## config.mk

```make
export PLATFORM = sky130hd
export DESIGN_NAME = json_object_string_tokenizer
export DESIGN_NICKNAME = d
export VERILOG_FILES = /design/src/rtl/jost_pkg.sv /design/src/rtl/jost_step.sv /design/src/rtl/jost_skid.sv /design/src/rtl/json_object_string_tokenizer.sv
export SDC_FILE = /design/constraint.sdc
export NUM_CORES = 1
export LEC_CHECK = 0
export BUFFER_PORTS_ARGS = -buffer_cell sky130_fd_sc_hd__buf_4
export CAP_MARGIN = 20
export CORE_AREA = 2 2 82 103
export CTS_CLUSTER_DIAMETER = 120
export DETAILED_ROUTE_END_ITERATION = 6
export DIE_AREA = 0 0 84 105
export SETUP_SLACK_MARGIN = 0.05
export SYNTH_ARGS = -nofsm -noshare
export SYNTH_HDL_FRONTEND = slang
export SYNTH_SLANG_ARGS = --single-unit
```

## constraint.sdc

```tcl
create_clock -name i_clk -period 3.3 [get_ports i_clk]
set_input_delay 0 -clock i_clk [delete_from_list [all_inputs] [get_ports i_clk]]
set_output_delay 0 -clock i_clk [all_outputs]
set_load 0.03 [all_outputs]
```

## src/rtl/jost_pkg.sv

```systemverilog
`timescale 1ns / 1ps
`default_nettype none

package jost_pkg;

    // Characters the tokenizer reacts to
    localparam logic [7:0] CH_LBRACE = 8'h7B;
    localparam logic [7:0] CH_RBRACE = 8'h7D;
    localparam logic [7:0] CH_QUOTE  = 8'h22;
    localparam logic [7:0] CH_COLON  = 8'h3A;
    localparam logic [7:0] CH_COMMA  = 8'h2C;
    localparam logic [7:0] CH_SPACE  = 8'h20;
    localparam logic [7:0] CH_TAB    = 8'h09;
    localparam logic [7:0] CH_LF     = 8'h0A;
    localparam logic [7:0] CH_CR     = 8'h0D;

    // Counter width for the nesting depth
    localparam int DEPTH_W = 4;

    // Parser state, one-hot
    typedef enum logic [7:0] {
        ST_START        = 8'b0000_0001,
        ST_KEY_OR_END   = 8'b0000_0010,
        ST_IN_KEY       = 8'b0000_0100,
        ST_COLON        = 8'b0000_1000,
        ST_VALUE        = 8'b0001_0000,
        ST_IN_VALUE     = 8'b0010_0000,
        ST_COMMA_OR_END = 8'b0100_0000,
        ST_DONE         = 8'b1000_0000
    } t_state;

    // Event codes carried on the result channel
    typedef enum logic [3:0] {
        EV_SKIP       = 4'd0,
        EV_ROOT_OPEN  = 4'd1,
        EV_NEST_OPEN  = 4'd2,
        EV_KEY_START  = 4'd3,
        EV_KEY_CHAR   = 4'd4,
        EV_KEY_END    = 4'd5,
        EV_VAL_START  = 4'd6,
        EV_VAL_CHAR   = 4'd7,
        EV_VAL_END    = 4'd8,
        EV_SEP        = 4'd9,
        EV_NEST_CLOSE = 4'd10,
        EV_ROOT_CLOSE = 4'd11,
        EV_REJECT     = 4'd12,
        EV_OVERFLOW   = 4'd13
    } t_event;

    // One result beat
    typedef struct packed {
        t_event               ev;
        logic [7:0]           ch;
        logic [DEPTH_W-1:0]   depth;
    } t_result;

endpackage

`default_nettype wire

```

## src/rtl/jost_step.sv

```systemverilog
`timescale 1ns / 1ps
`default_nettype none

// Parser state and the per-character transition logic.
module jost_step #(
    parameter int MAX_DEPTH = 15
) (
    input  wire logic             i_clk,
    input  wire logic             i_rst_n,
    input  wire logic             i_load,
    input  wire logic [7:0]       i_ch,
    input  wire logic             i_strict,
    output jost_pkg::t_result     o_result
);

    localparam logic [jost_pkg::DEPTH_W-1:0] DepthLimit =
        (MAX_DEPTH > 15) ? 4'd15 : jost_pkg::DEPTH_W'(MAX_DEPTH);

    jost_pkg::t_state           r_state, n_state;
    logic [jost_pkg::DEPTH_W-1:0] r_depth, n_depth;
    jost_pkg::t_event           n_event;
    logic                       blank;
    logic                       unexpected;

    assign blank = (i_ch == jost_pkg::CH_SPACE) || (i_ch == jost_pkg::CH_TAB) ||
                   (i_ch == jost_pkg::CH_LF)    || (i_ch == jost_pkg::CH_CR);

    // Transition and event for the current character
    always_comb begin
        n_state    = r_state;
        n_depth    = r_depth;
        n_event    = jost_pkg::EV_SKIP;
        unexpected = 1'b0;
        if (r_state == jost_pkg::ST_IN_KEY) begin
            if (i_ch == jost_pkg::CH_QUOTE) begin
                n_state = jost_pkg::ST_COLON;
                n_event = jost_pkg::EV_KEY_END;
            end else begin
                n_event = jost_pkg::EV_KEY_CHAR;
            end
        end else if (r_state == jost_pkg::ST_IN_VALUE) begin
            if (i_ch == jost_pkg::CH_QUOTE) begin
                n_state = jost_pkg::ST_COMMA_OR_END;
                n_event = jost_pkg::EV_VAL_END;
            end else begin
                n_event = jost_pkg::EV_VAL_CHAR;
            end
        end else if (blank) begin
            n_event = jost_pkg::EV_SKIP;
        end else begin
            unexpected = 1'b1;
            unique case (r_state)
                jost_pkg::ST_START: begin
                    if (i_ch == jost_pkg::CH_LBRACE) begin
                        n_state    = jost_pkg::ST_KEY_OR_END;
                        n_event    = jost_pkg::EV_ROOT_OPEN;
                        unexpected = 1'b0;
                    end
                end
                jost_pkg::ST_KEY_OR_END, jost_pkg::ST_COMMA_OR_END: begin
                    if (i_ch == jost_pkg::CH_QUOTE && r_state == jost_pkg::ST_KEY_OR_END) begin
                        n_state    = jost_pkg::ST_IN_KEY;
                        n_event    = jost_pkg::EV_KEY_START;
                        unexpected = 1'b0;
                    end else if (i_ch == jost_pkg::CH_COMMA &&
                                 r_state == jost_pkg::ST_COMMA_OR_END) begin
                        n_state    = jost_pkg::ST_KEY_OR_END;
                        n_event    = jost_pkg::EV_SEP;
                        unexpected = 1'b0;
                    end else if (i_ch == jost_pkg::CH_RBRACE) begin
                        unexpected = 1'b0;
                        // closing the root ends the document
                        if (r_depth == '0) begin
                            n_state = jost_pkg::ST_DONE;
                            n_event = jost_pkg::EV_ROOT_CLOSE;
                        end else begin
                            n_depth = r_depth - jost_pkg::DEPTH_W'(1);
                            n_state = jost_pkg::ST_COMMA_OR_END;
                            n_event = jost_pkg::EV_NEST_CLOSE;
                        end
                    end
                end
                jost_pkg::ST_COLON: begin
                    if (i_ch == jost_pkg::CH_COLON) begin
                        n_state    = jost_pkg::ST_VALUE;
                        n_event    = jost_pkg::EV_SEP;
                        unexpected = 1'b0;
                    end
                end
                jost_pkg::ST_VALUE: begin
                    if (i_ch == jost_pkg::CH_QUOTE) begin
                        n_state    = jost_pkg::ST_IN_VALUE;
                        n_event    = jost_pkg::EV_VAL_START;
                        unexpected = 1'b0;
                    end else if (i_ch == jost_pkg::CH_LBRACE) begin
                        unexpected = 1'b0;
                        // too deep: brace dropped, state kept
                        if (r_depth >= DepthLimit) begin
                            n_event = jost_pkg::EV_OVERFLOW;
                        end else begin
                            n_depth = r_depth + jost_pkg::DEPTH_W'(1);
                            n_state = jost_pkg::ST_KEY_OR_END;
                            n_event = jost_pkg::EV_NEST_OPEN;
                        end
                    end
                end
                default: begin
                    // done, and the string states handled above
                end
            endcase
        end
        if (unexpected) begin
            n_event = i_strict ? jost_pkg::EV_REJECT : jost_pkg::EV_SKIP;
        end
    end

    assign o_result.ev    = n_event;
    assign o_result.ch    = i_ch;
    assign o_result.depth = n_depth;

    // State registers advance on each accepted beat
    always_ff @(posedge i_clk) begin
        if (!i_rst_n) begin
            r_state <= jost_pkg::ST_START;
            r_depth <= '0;
        end else if (i_load) begin
            r_state <= n_state;
            r_depth <= n_depth;
        end
    end

endmodule

`default_nettype wire

```

## src/rtl/jost_skid.sv

```systemverilog
`timescale 1ns / 1ps
`default_nettype none

// Output register with one skid entry that takes one further beat while the output is held.
module jost_skid (
    input  wire logic             i_clk,
    input  wire logic             i_rst_n,
    input  wire logic             i_valid,
    output logic                  o_ready,
    input  wire jost_pkg::t_result i_data,
    output logic                  o_valid,
    input  wire logic             i_ready,
    output jost_pkg::t_result     o_data
);

    logic              r_out_valid, n_out_valid;
    logic              r_skid_valid, n_skid_valid;
    jost_pkg::t_result r_out, n_out;
    jost_pkg::t_result r_skid, n_skid;

    assign o_ready = !r_skid_valid;
    assign o_valid = r_out_valid;
    assign o_data  = r_out;

    // Output stage refills from the skid entry first, then from the input
    always_comb begin
        n_out_valid  = r_out_valid;
        n_skid_valid = r_skid_valid;
        n_out        = r_out;
        n_skid       = r_skid;
        if (i_ready || !r_out_valid) begin
            if (r_skid_valid) begin
                n_out        = r_skid;
                n_out_valid  = 1'b1;
                n_skid_valid = 1'b0;
            end else begin
                n_out        = i_data;
                n_out_valid  = i_valid;
            end
        end else if (i_valid && !r_skid_valid) begin
            n_skid       = i_data;
            n_skid_valid = 1'b1;
        end
    end

    always_ff @(posedge i_clk) begin
        if (!i_rst_n) begin
            r_out_valid  <= 1'b0;
            r_skid_valid <= 1'b0;
        end else begin
            r_out_valid  <= n_out_valid;
            r_skid_valid <= n_skid_valid;
        end
    end

    always_ff @(posedge i_clk) begin
        r_out  <= n_out;
        r_skid <= n_skid;
    end

endmodule

`default_nettype wire

```

## src/rtl/json_object_string_tokenizer.sv

```systemverilog
`timescale 1ns / 1ps
`default_nettype none

// Streaming tokenizer for JSON objects with string keys and string or
// object values. One character byte enters per beat on the s_axis side and
// one event beat leaves on the m_axis side for every character.
// Throughput: one character per cycle while m_axis_tready stays high; the parser state update
// is a single table-like step from the state registers to the result.
// Each event is registered in the output register before it leaves on m_axis
// (by way of the skid entry when the output beat is held).
// Stall: when m_axis_tready is low, one further character is still taken
// into a skid entry; s_axis_tready then drops until the receiver drains it.
// Reset (synchronous, i_rst_n low): parser back to expecting the opening
// brace, depth zero, strict checking off, both output entries empty.
// i_cfg_we/i_cfg_wdata write the strict-check flag; write only while idle.
// MAX_DEPTH sets the nesting limit (effective limit capped at 15); a
// deeper '{' yields the depth-overflow event and is dropped.
module json_object_string_tokenizer #(
    parameter int MAX_DEPTH = 15
) (
    input  wire logic        i_clk,
    input  wire logic        i_rst_n,
    input  wire logic        i_cfg_we,
    input  wire logic        i_cfg_wdata,
    input  wire logic        s_axis_tvalid,
    output logic             s_axis_tready,
    input  wire logic [7:0]  s_axis_tdata,   // [7:0] ch
    output logic             m_axis_tvalid,
    input  wire logic        m_axis_tready,
    output logic [15:0]      m_axis_tdata,   // [7:0] char_out, [11:8] depth, [15:12] zero
    output logic [3:0]       m_axis_tuser    // [3:0] event_res
);

    localparam logic [jost_pkg::DEPTH_W-1:0] DepthLimit =
        (MAX_DEPTH > 15) ? 4'd15 : jost_pkg::DEPTH_W'(MAX_DEPTH);

    logic              r_strict;
    logic              in_accept;
    jost_pkg::t_result step_result;
    jost_pkg::t_result out_result;

    // Strict-check register
    always_ff @(posedge i_clk) begin
        if (!i_rst_n) begin
            r_strict <= 1'b0;
        end else if (i_cfg_we) begin
            r_strict <= i_cfg_wdata;
        end
    end

    assign in_accept = s_axis_tvalid && s_axis_tready;

    jost_step #(
        .MAX_DEPTH (MAX_DEPTH)
    ) u_step (
        .i_clk    (i_clk),
        .i_rst_n  (i_rst_n),
        .i_load   (in_accept),
        .i_ch     (s_axis_tdata),
        .i_strict (r_strict),
        .o_result (step_result)
    );

    jost_skid u_skid (
        .i_clk   (i_clk),
        .i_rst_n (i_rst_n),
        .i_valid (s_axis_tvalid),
        .o_ready (s_axis_tready),
        .i_data  (step_result),
        .o_valid (m_axis_tvalid),
        .i_ready (m_axis_tready),
        .o_data  (out_result)
    );

    // Pack the result beat
    assign m_axis_tdata = {4'b0000, out_result.depth, out_result.ch};
    assign m_axis_tuser = out_result.ev;

    // Skid entry only fills behind a held output beat
    a_skid_behind_out: assert property (@(posedge i_clk) disable iff (!i_rst_n)
        !s_axis_tready |-> m_axis_tvalid)
        else $error("skid entry full while output register empty");

    // Depth never passes the limit
    a_depth_limit: assert property (@(posedge i_clk) disable iff (!i_rst_n)
        m_axis_tvalid |-> (m_axis_tdata[11:8] <= DepthLimit))
        else $error("nesting depth beyond limit");

    // Overflow only reported at the limit
    a_overflow_at_limit: assert property (@(posedge i_clk) disable iff (!i_rst_n)
        (m_axis_tvalid && m_axis_tuser == jost_pkg::EV_OVERFLOW)
            |-> (m_axis_tdata[11:8] == DepthLimit))
        else $error("depth overflow below the limit");

    // Root close leaves depth at zero
    a_root_close_depth: assert property (@(posedge i_clk) disable iff (!i_rst_n)
        (m_axis_tvalid && m_axis_tuser == jost_pkg::EV_ROOT_CLOSE)
            |-> (m_axis_tdata[11:8] == 4'd0))
        else $error("root close with non-zero depth");

endmodule

`default_nettype wire
```

After elaboration in Yosys (flattened, before gate mapping)
Cells that the tools add are included.

storage, ports and cells
  flip-flop bits (word level) = 47
  latch bits = 0
  RAM bits = 0
  ROM bits = 0
  bits of input ports = 14
  output and inout port bits = 22
  memories = 0

cells by class
  add/sub/neg operators = 2
  multiply operators = 0
  div/mod/pow operators = 0
  magnitude comparators = 1
  equal/unequal tests = 24
  shift-type cells = 0
  multiplexer cells = 55
  bitwise logic cells = 2
  reductions and logical operators = 15

operators with widths
  cell                 count
  $mux 8               14
  $mux 4               23
  $eq 8x6->1 const B   5
  $eq 8x4->1 const B   4
  $pmux 8 s4           1
  $eq 8x7->1 const B   3
  $mux 16              1
  $pmux 4 s4           1
  $mux 1               13
  $ne 4x1->1 const B   3
  $reduce_and 10->1    1
  $eq 8x1->1 const B   1
  $eq 8x2->1 const B   1
  $eq 8x3->1 const B   1
  $eq 8x5->1 const B   1
  $pmux 4 s2           1
  $ne 6x1->1 const B   1
  $reduce_bool 6->1    1
  $add 4x1->4 const B  1
  $ge 4x4->1 const B   1
  $logic_not 4->1      1
  $logic_or 1x1->1     4
  $ne 2x2->1 const B   2
  $ne 4x2->1 const B   1
  other kinds (8)      13

Depth between registers and ports, before layout
  depth in word-level cells = 11
  depth in mapped cells = 8
  gate-level depth less buffers = 8

Modules after synthesis
Synthesis repeated with hierarchy kept, for this count alone.

second synthesis, totals
  cell total of the unflattened synthesis = 247
  area, all modules = 2,727.6 um^2

modules (own cells, without submodules)
  module                        instances  cells an instance  area each (um^2)  sequential area each (um^2)
  jost_step                     1          180                1,368.8           240.2
  jost_skid                     1          58                 1,282.5           1,001.0
  json_object_string_tokenizer  1          9                  76.3              20.0

Worst setup path after synthesis
Ideal clock, no wire load.

  path kind = reg-to-reg
  start = reg u_step.r_state[2]
  end = reg u_skid.r_skid[14] (netlist bit) (data pin)
  setup time = 0.260 ns
  data arrival time = 2.228 ns
  data required time = 3.040 ns
  slack = 0.812 ns
  cell stages (with the launch flop) = 8
  path buffers = 1
  clock period less this slack = 2.488 ns
  path through = dfxtp_1 buf_6 or4_4 or4_4 a211oi_2 a32o_2 o21ai_2 mux2_4

RTL lines
  item                    RTL line          RTL
  start, declared         jost_step.sv:19   jost_pkg::t_state r_state, n_state;
  start signal, assigned  jost_step.sv:124  r_state <= jost_pkg::ST_START;
  start signal, assigned  jost_step.sv:127  r_state <= n_state;
  end signal, assigned    jost_skid.sv:58   r_skid <= n_skid;
  end, declared           jost_skid.sv:19   jost_pkg::t_result r_skid, n_skid;

==> impl_results.md <==
- Status: finished, final reports clean
- Initial antenna violation count: 0
- Worst EP arrival: 2.77 ns
- Switching power total: 0.513 mW
- Family with the most delay on the worst path: simple AND/OR/NAND/NOR gates
- Routed wire length: about 6.6 mm
- Syn Area/Cell: 10.6 um2
- Worst Path Class, Setup: in -> reg
- Synth unique cells: between 70 and 80
- Ys flop type: edfxtp_1
- Nets: roughly 320
- Synth-to-Final Area Change: 18.8%
- CTS Buf Count: 5
- Ys async rst share: 0%
- Synth Warn #: 0
- DR iter-0 viols: 167
- Worst-path cell chain: dlygate4sd3_1, buf_4, or3_1, or3_1, o21ai_0, o41ai_1, o21bai_1, mux2_2
- Clock Tree Buf Depth: 2
- P_int: 1.11 mW
- Drc violations: 0
- Final worst path period need: 2.71 ns
- CTS sink cnt: 47
- Vias in the first global route: approximately 2.2k
- Final setup violation count: 0
- Core area: ~8000 um2
- Slew Limit Fails: 0
- Reg clk slew, reported paths: 0.09 ns
- Critical path endpoint category: flip-flop
- Final period util: 82.0%
- Logic pwr share: 28.8%
- Critical Path Start Type: input port
- Lkg Pwr: 1.25 nW
- Die Area: 8820 um2
- Mapped Area: 2760 um2
- Max-cap viol count: 0
- Place WS: 0.692 ns
- Layout cell share with drive strength beyond 1: between 20% and 30%
- Hold Vio Cnt, Final: 0
- Grt ovf: 0
- Hold path depth: 4
- Sequential Power Share: between 40% and 50%
- Post-detail-place hpwl: 4.76 mm
- Root Driver: clkbuf_8
- Number of flops mapped to enable cells by yosys: 32
- First-pass GRT wire length: 10.6 mm
- DR pass1 iterations: 6
- Routed vias/inst: 5.76
- Max incr delay on CP: 0.55 ns
- Final worst clock skew: 0.00366 ns
- Routed len/inst: 16.7 um
- Slew headroom: 47.6%
- Clock share of power: 27.0%
- Initial Util: 35.5%
- Post-route setup slack: 0.594 ns
- Sum of negative setup slack: 0 ns
- Die X-Extent: ~84 um
- I/O pin count: 36
- Critical Path RT: 3.36 ns
- CTS H-tree lvls: 2
- Largest net degree at the start of global routing: 20
- FP Rows: 36
- Crit Path Max Fanout: 11
- Bufs and invs on worst path: 2
- Post_cts resized: 0
- Sequential share of the synthesized area: 45.7%
- Post-route core utilization: 42.1%
- Ant. Diodes: 0
- Latest clock arrival within the worst-skew pair: 0.30 ns
- Number of fill cells: 743
- Slew @ Worst Pin: 0.784 ns
- Worst R2R Path Depth: 6
- Critical Path Slowest Stage Cell: or3_1
- Flops & latches, synth: 47
- CP dominant cell by count: or3_1
- Total Power: 1.62 mW
- Highest Clock Rate: about 0.37 GHz
- Die Y: 105 um
- RSZ-0062 raised after global routing: no
- Total global-route track usage: 14.8%
- Gate Count Post-Synth: 261
- Post-DRT Antenna Nets: 0
- Via count: approximately 2.3k
- CTS tree: done
- Min-Delay Path Class: in -> reg
- Critical path depth in cells: 8
- Power per cell area: a little under 500 nW/um2
- Sw frac: approximately a third
- I/O Buffers: 31
- Peak VDD IR: 0.263 mV
- Placer Congestion: 0.964
-- repair_timing --
action                    4_1_cts  5_1_grt
setup buffers                   0        0
hold endpoints to repair       12        0
hold buffers                   12        0
-- kinds of logic after synthesis --
group           after synthesis  share of synthesized area (%)
simple gates                104                           24.0
compound gates               58                           15.4
flops                        47                           45.7
buf+inv                      26                           4.94
mux                          19                           7.65
xor+xnor                      4                           1.27
fa+ha+maj                     2                          0.906
other cells                   1                          0.136
-- Yosys cell counts (7+ instances only) --
cell	instances	share of area (%)
edfxtp_1	32	35
a21oi_1	9	1.6
nand4b_1	8	2.5
clkbuf_1	7	0.95
o21ai_0	10	1.8
nand3_1	7	1.3
nor3_1	8	1.4
nand2_1	15	2.0
buf_4	8	2.2
mux2_2	13	5.3
nor2_1	17	2.3
dfxtp_1	15	11
-- final cells by class --
class	instances	area (um2)	share of cell area [%]
Inverter	8	30.0	0.915
Timing Repair Buffer	47	383	11.7
Sequential cell	47	1260	38.4
Clock buffer	5	68.8	2.10
Clock inverter	3	43.8	1.33
Tap cell	95	119	3.62
Multi-Input combinational cell	191	1380	41.9
-- path summary, 6_finish.rpt --
path	start	slack, ns	to
max reg2reg	u_step.r_state[2]	0.63	u_skid.r_skid[14]
min reg2reg	u_step.r_depth[0]	0.52	u_step.r_depth[0]
max	s_axis_tdata[4]	0.59	u_skid.o_data[1]
min	m_axis_tready	0.24	u_skid.r_skid_valid
-- cell usage in the layout (no fill, tap or decap), types with 6 or more instances in the layout --
cell           count
dfxtp_1           15
a21oi_1            9
edfxtp_1          32
dlygate4sd3_1     12
nor2_1            17
mux2_2            13
nand4b_1           8
o21ai_0           10
or3_1              6
o31ai_1            6
nand2_1           15
inv_1              6
buf_4             35
nor3_1             8
nand3_1            7
-- worst min-delay path: stages --
cell,delay [ns]
buf_4,0.07
nand2b_1,0.09
buf_4,0.26
nor3_1,0.08
-- sequential cells by signal, summed over array words and instances, names as in the netlist --
register,flops
u_skid.r_skid_valid,1
u_skid.o_valid,1
r_strict,1
u_skid.r_skid,16
u_step.r_depth,4
u_skid.o_data,16
u_step.r_state,8
-- metal layers --
metal  vias to the layer above  global-route usage [%]  routed length (um)
li1                       1081                       -                   -
met5                         -                       0                   0
met2                        90                    24.9                3170
met1                      1086                    17.8                2780
met3                        22                    2.53                 387
met4                         0                    8.06                 273
-- through the flow --
stage | cells | hold slack, ns | area [um2]
2_1_floorplan | 264 | 0.0989 | 2770
3_3_place_gp | 376 | 0.225 | 3050
3_5_place_dp | 376 | 0.228 | 3050
4_1_cts | 396 | 0.249 | 3280
5_1_grt | 396 | 0.288 | 3280
6_report | 396 | 0.238 | 3280
-- power groups by stage --
stage	sequential (mW)	combinational [mW]	clock [mW]
floorplan	0.756	0.331	0
global route	0.725	0.507	0.465
detailed placement	0.731	0.453	0
global placement	0.728	0.449	0
finish	0.717	0.468	0.439
CTS	0.717	0.467	0.447
Note: power is estimated with default switching activity, not from simulation.
